`src/rtl/tpc_pkg.sv`:
```
`default_nettype none

package tpc_pkg;

    localparam int NODE_POOL   = 4096;
    localparam int ALPHABET    = 26;
    localparam int COUNT_BITS  = 16;

    localparam int NODE_BITS   = $clog2(NODE_POOL);
    localparam int FREE_BITS   = $clog2(NODE_POOL + 1);
    localparam int LETTER_BITS = 5;
    localparam int SLOT_COUNT  = NODE_POOL * ALPHABET;
    localparam int SLOT_BITS   = $clog2(SLOT_COUNT);

    localparam logic [COUNT_BITS-1:0] COUNT_MAX = {COUNT_BITS{1'b1}};

    localparam logic KIND_INSERT = 1'b0;
    localparam logic KIND_QUERY  = 1'b1;

    // per-node record: the slot that owns the node, plus its prefix count
    typedef struct packed {
        logic [NODE_BITS-1:0]   parent;
        logic [LETTER_BITS-1:0] letter;
        logic [COUNT_BITS-1:0]  count;
    } node_t;

    typedef struct packed {
        logic load;
        logic fetch;
        logic commit;
    } cmd_t;

    typedef struct packed {
        logic last;
        logic out_blocked;
    } status_t;

endpackage

`default_nettype wire

```
`src/rtl/tpc_ctrl.sv`:
```
`default_nettype none

module tpc_ctrl (
    input  wire             clk,
    input  wire             rst_n,
    input  wire             in_valid,
    output logic            in_ready,
    input  tpc_pkg::status_t status,
    output tpc_pkg::cmd_t   cmd
);

    localparam logic [1:0] ST_IDLE = 2'd0;
    localparam logic [1:0] ST_LINK = 2'd1;
    localparam logic [1:0] ST_NODE = 2'd2;

    logic [1:0] state_reg;
    logic [1:0] state_next;

    always_comb
    begin
        state_next = state_reg;
        cmd        = '0;
        in_ready   = 1'b0;
        unique case (state_reg)
            ST_IDLE:
            begin
                in_ready = 1'b1;
                if (in_valid)
                begin
                    cmd.load   = 1'b1;
                    state_next = ST_LINK;
                end
            end
            ST_LINK:
            begin
                cmd.fetch  = 1'b1;
                state_next = ST_NODE;
            end
            ST_NODE:
            begin
                // on a last letter, hold the decision until the result register can take it
                if (!(status.last && status.out_blocked))
                begin
                    cmd.commit = 1'b1;
                    state_next = ST_IDLE;
                end
            end
            default:
            begin
                state_next = ST_IDLE;
            end
        endcase
    end

    always_ff @(posedge clk or negedge rst_n)
    begin
        if (!rst_n)
            state_reg <= ST_IDLE;
        else
            state_reg <= state_next;
    end

    a_one_cmd: assert property (@(posedge clk) disable iff (!rst_n)
        $onehot0({cmd.load, cmd.fetch, cmd.commit}))
        else $error("more than one datapath command at once");

    a_load_then_fetch: assert property (@(posedge clk) disable iff (!rst_n)
        cmd.load |=> cmd.fetch)
        else $error("link read not followed by node read");

    a_fetch_then_node: assert property (@(posedge clk) disable iff (!rst_n)
        cmd.fetch |=> (state_reg == ST_NODE))
        else $error("node stage skipped");

endmodule

`default_nettype wire

```
`config.mk`:
```
export PLATFORM = sky130hd
export DESIGN_NAME = tpc_ctrl
export DESIGN_NICKNAME = d
export VERILOG_FILES = /design/src/rtl/tpc_pkg.sv /design/src/rtl/tpc_ctrl.sv
export SDC_FILE = /design/constraint.sdc
export NUM_CORES = 1
export LEC_CHECK = 0
export BUFFER_PORTS_ARGS = -buffer_cell sky130_fd_sc_hd__buf_2
export CAP_MARGIN = 10
export CORE_AREA = 5 5 42 44
export CTS_CLUSTER_SIZE = 10
export DETAILED_ROUTE_END_ITERATION = 8
export DIE_AREA = 0 0 47 49
export SYNTH_ARGS = -nofsm -noshare
export SYNTH_HDL_FRONTEND = slang
export SYNTH_SLANG_ARGS = --single-unit
```
`constraint.sdc`:
```
create_clock -name clk -period 0.9 [get_ports clk]
set_input_delay 0.135 -clock clk [delete_from_list [all_inputs] [get_ports clk]]
set_output_delay 0.135 -clock clk [all_outputs]
set_load 0.05 [all_outputs]
```
-- Word level (Yosys, flattened, before mapping)
Cells that the tools add are included.
Widths: inputs -> output; s select.
- multiply operators: 0
- div/mod/pow operators: 0
- reduce and logical (&&, ||, !) cells: 3
- muxes and demuxes: 9
- add/subtract/negate cells: 0
- eq/ne operators: 4
- bitwise gates (word level): 0
- $lt $le $gt $ge: 0
- shifts and indexed selects: 0
- operators by type and width (kind ; count):
    $mux 1 ; 6
    $pmux 2 s3 ; 1
    $mux 2 ; 2
    $ne 2x2->1 const B ; 2
    $eq 2x1->1 const B ; 1
    $eq 2x2->1 const B ; 1
    $logic_not 2->1 ; 1
    $reduce_and 2->1 ; 1
    $logic_and 1x1->1 ; 1
- register bits after elaboration: 2
- bits of input ports: 5
- logic and storage cells: 17
- memories kept: 0
- output and inout bits: 4
- bits in latches: 0
- bits in read-only memories: 0
- RAM bits: 0

-- Longest topological paths before layout
- word-level depth: 3
- mapped depth: 2
- mapped depth without buffers: 2

-- Worst setup path after synthesis
OpenSTA, ideal clock, no wires.
- kind: register to output
- from: register state_reg[1]
- to: output port cmd[2] (netlist name)
- cell stages (with the launch flop): 3
- buffers on the path: 0
- data required time: 0.765 ns
- slack: -0.611 ns
- data arrival time: 1.376 ns
- cells stage by stage: dfrtp_1 nor2_2 and2_1
- RTL lines (item ; RTL line ; RTL):
    from (decl) ; tpc_ctrl.sv:16 ; logic [1:0] state_reg;
    from (signal assigned) ; tpc_ctrl.sv:60 ; state_reg <= state_next;
    to (decl) ; tpc_ctrl.sv:9 ; output tpc_pkg::cmd_t cmd

==> results.toml <==
[status]
status = "finished, violations left"
failed_checks = "setup timing"

[flow_run]
max_cap_violations = 0

[synth]
synth-main-ff-cell = "dfrtp_1"
yosys-top-cells-area = "dfrtp_1 (50%), and2_1 (13%), nor2b_2 (8.8%)"
synth_edf_count = 0
synth_top_cell_area_share = 0.500
syn_avg_cell_area_sq_um = 10.0
postSynthNetCount = 15
synth_cell_types = 8
synth_seq_cells = 2
synth_top_area_cell = "dfrtp_1"
synth_common_cells = "and2_1 (2), dfrtp_1 (2)"
synthArstFlopShare = 1.00
yosysSeqAreaShare = 0.500
synthCells = 10
syn_area_sq_um = 100
yosysWarningCount = 0

[worst_hold_path]
min_path_type = "in -> reg"

[placed_design]
placed_cell_area_sq_um = 179
gp_congestion = 0.615
placed_cells = 34
port-buffer-count = 8
pre_cts_ws_ns = -0.215

[sta]
timing.hold.ws_ns = 0.151
fmax_mhz = 834
fin_crit_sh = 1.33
period_needed_ns = 1.20
rsz0062_at_grt = "true"
setup_viol = 4
fin_ws_ns = -0.299
hold_viol = 0
worstMarginPinSlew_ns = 0.146
max-slew-margin-rel = 0.903
finalSetupTns_ns = -1.01
skew_ns = 0.00319
finalMaxSlewViolations = 0

[floorplan]
die_w_microns = 47
die_h_microns = 49
initial_utilization = 0.0714
fp.dieArea_sq_um = 2300
core_area_sq_um = 1400
num_rows = 14
ios = 9

[final_layout]
syn_to_final_growth_pct = 145
fin_area_sq_um = 245
fin_cells = 38
diodes = 0
drive_gt1_frac = 0.773
utilization = 0.175
largest_register_ffs = 2
nets = 29

[detailed_routing]
drt_iter0_drc = 1
routed_wl_microns = 302
drc_errors = 0
drt_first_pass_iters = 2
vias_per_cell = 3.03
vias = 115
final_antenna_net_count = 0
wl_per_cell_microns = 7.95

[clocking]
cts_tree = "built"
clock_sinks = 2
post_cts_buffers = 0
clock_path_buffers = 2
cts_max_level = 1
cts_made_buffers = 3
clk_pin_slew_ns = 0.03
root_buffer = "clkbuf_4"
insertion_delay_ns = 0.22

[setup_path]
cp.arrival_ns = 1.06
cp-end-kind = "output port"
startpoint_type = "register"
path_max_fanout = 3
critPathKind = "reg -> out"
worstPathRequired_ns = 0.76

[power]
comb_power_share = 0.519
intPower_uw = 410
power.switching_uw = 301
total_power_uw = 710
switching_share = 0.423
peakVddDrop_v = 0.00104
seqPwrFrac = 0.207
p_clk_frac = 0.273
power.density_nw_per_um2 = 2900
power.leakage_nw = 0.109

[global_routing]
grt_max_degree = 4
first_global_vias = 122
grt_pass1_wl_microns = 455
antenna_found_initial = 0
track_usage = 0.0317
overflow = 0
worst paths after layout:
check	from	to	slack, ns	cells past startpoint
setup / recovery	state_reg[0]$_DFFE_PN0P_	cmd[0]	-0.30	3
hold / removal	in_valid	state_reg[0]$_DFFE_PN0P_	0.15	2
setup reg to reg	state_reg[0]$_DFFE_PN0P_	state_reg[1]$_DFFE_PN0P_	0.04	2
hold reg to reg	state_reg[0]$_DFFE_PN0P_	state_reg[0]$_DFFE_PN0P_	0.62	2
max in group asynchronous	rst_n	state_reg[1]$_DFFE_PN0P_	0.56	2
min in group asynchronous	rst_n	state_reg[1]$_DFFE_PN0P_	0.23	2
kinds of logic after synthesis:
logic type,count (synthesis),share of synthesized area
and+or+nand+nor,6,0.375
AOI/OAI and AO/OA,2,0.125
DFF,2,0.500
worst max-delay path, cell delays in order, from the launching register on:
cell,delay [ns]
dfrtp_1,0.40
nand2b_4,0.17
a21oi_4,0.11
buf_6,0.17
placed cells by master (no fill, tap or decap):
master and instances:
nor2b_2 1, a21oi_4 1, buf_2 4, buf_6 2, dfrtp_1 1, nand2b_4 1, dlygate4sd3_1 1, buf_4 1
nand2_1 1, clkbuf_4 3, dfrtp_2 1, o21bai_1 1, nor2_4 1, and2_1 1, and2_4 1, buf_8 1
metal layers:
metal	wire length [microns]	GRT usage
met5	0	0
met1	121	0.0308
met3	55	0.0148
met2	124	0.0339
met4	0	0.0553
cell type report:
cell class / instances / area [sq um]
Fill cell: 163 / 1160
Timing Repair Buffer: 9 / 75.1
Tap cell: 16 / 20.0
Clock buffer: 3 / 22.5
Multi-Input combinational cell: 8 / 76.3
Sequential cell: 2 / 51.3
power by group through the flow:
stage               Clock (mW)  Combinational (mW)  Sequential, mW
finish                   0.194               0.369           0.147
global route             0.216               0.385           0.152
CTS                      0.211               0.372           0.148
detailed placement           0               0.298           0.139
global placement             0               0.296           0.137
floorplan                    0               0.238           0.135
what timing repair did:
action,4_1_cts,5_1_grt
resized for setup,10,0
hold buffers,1,0
endpoints found under the setup margin,4,4
hold endpoints to repair,2,0
Power figures use the tool's default switching activity.
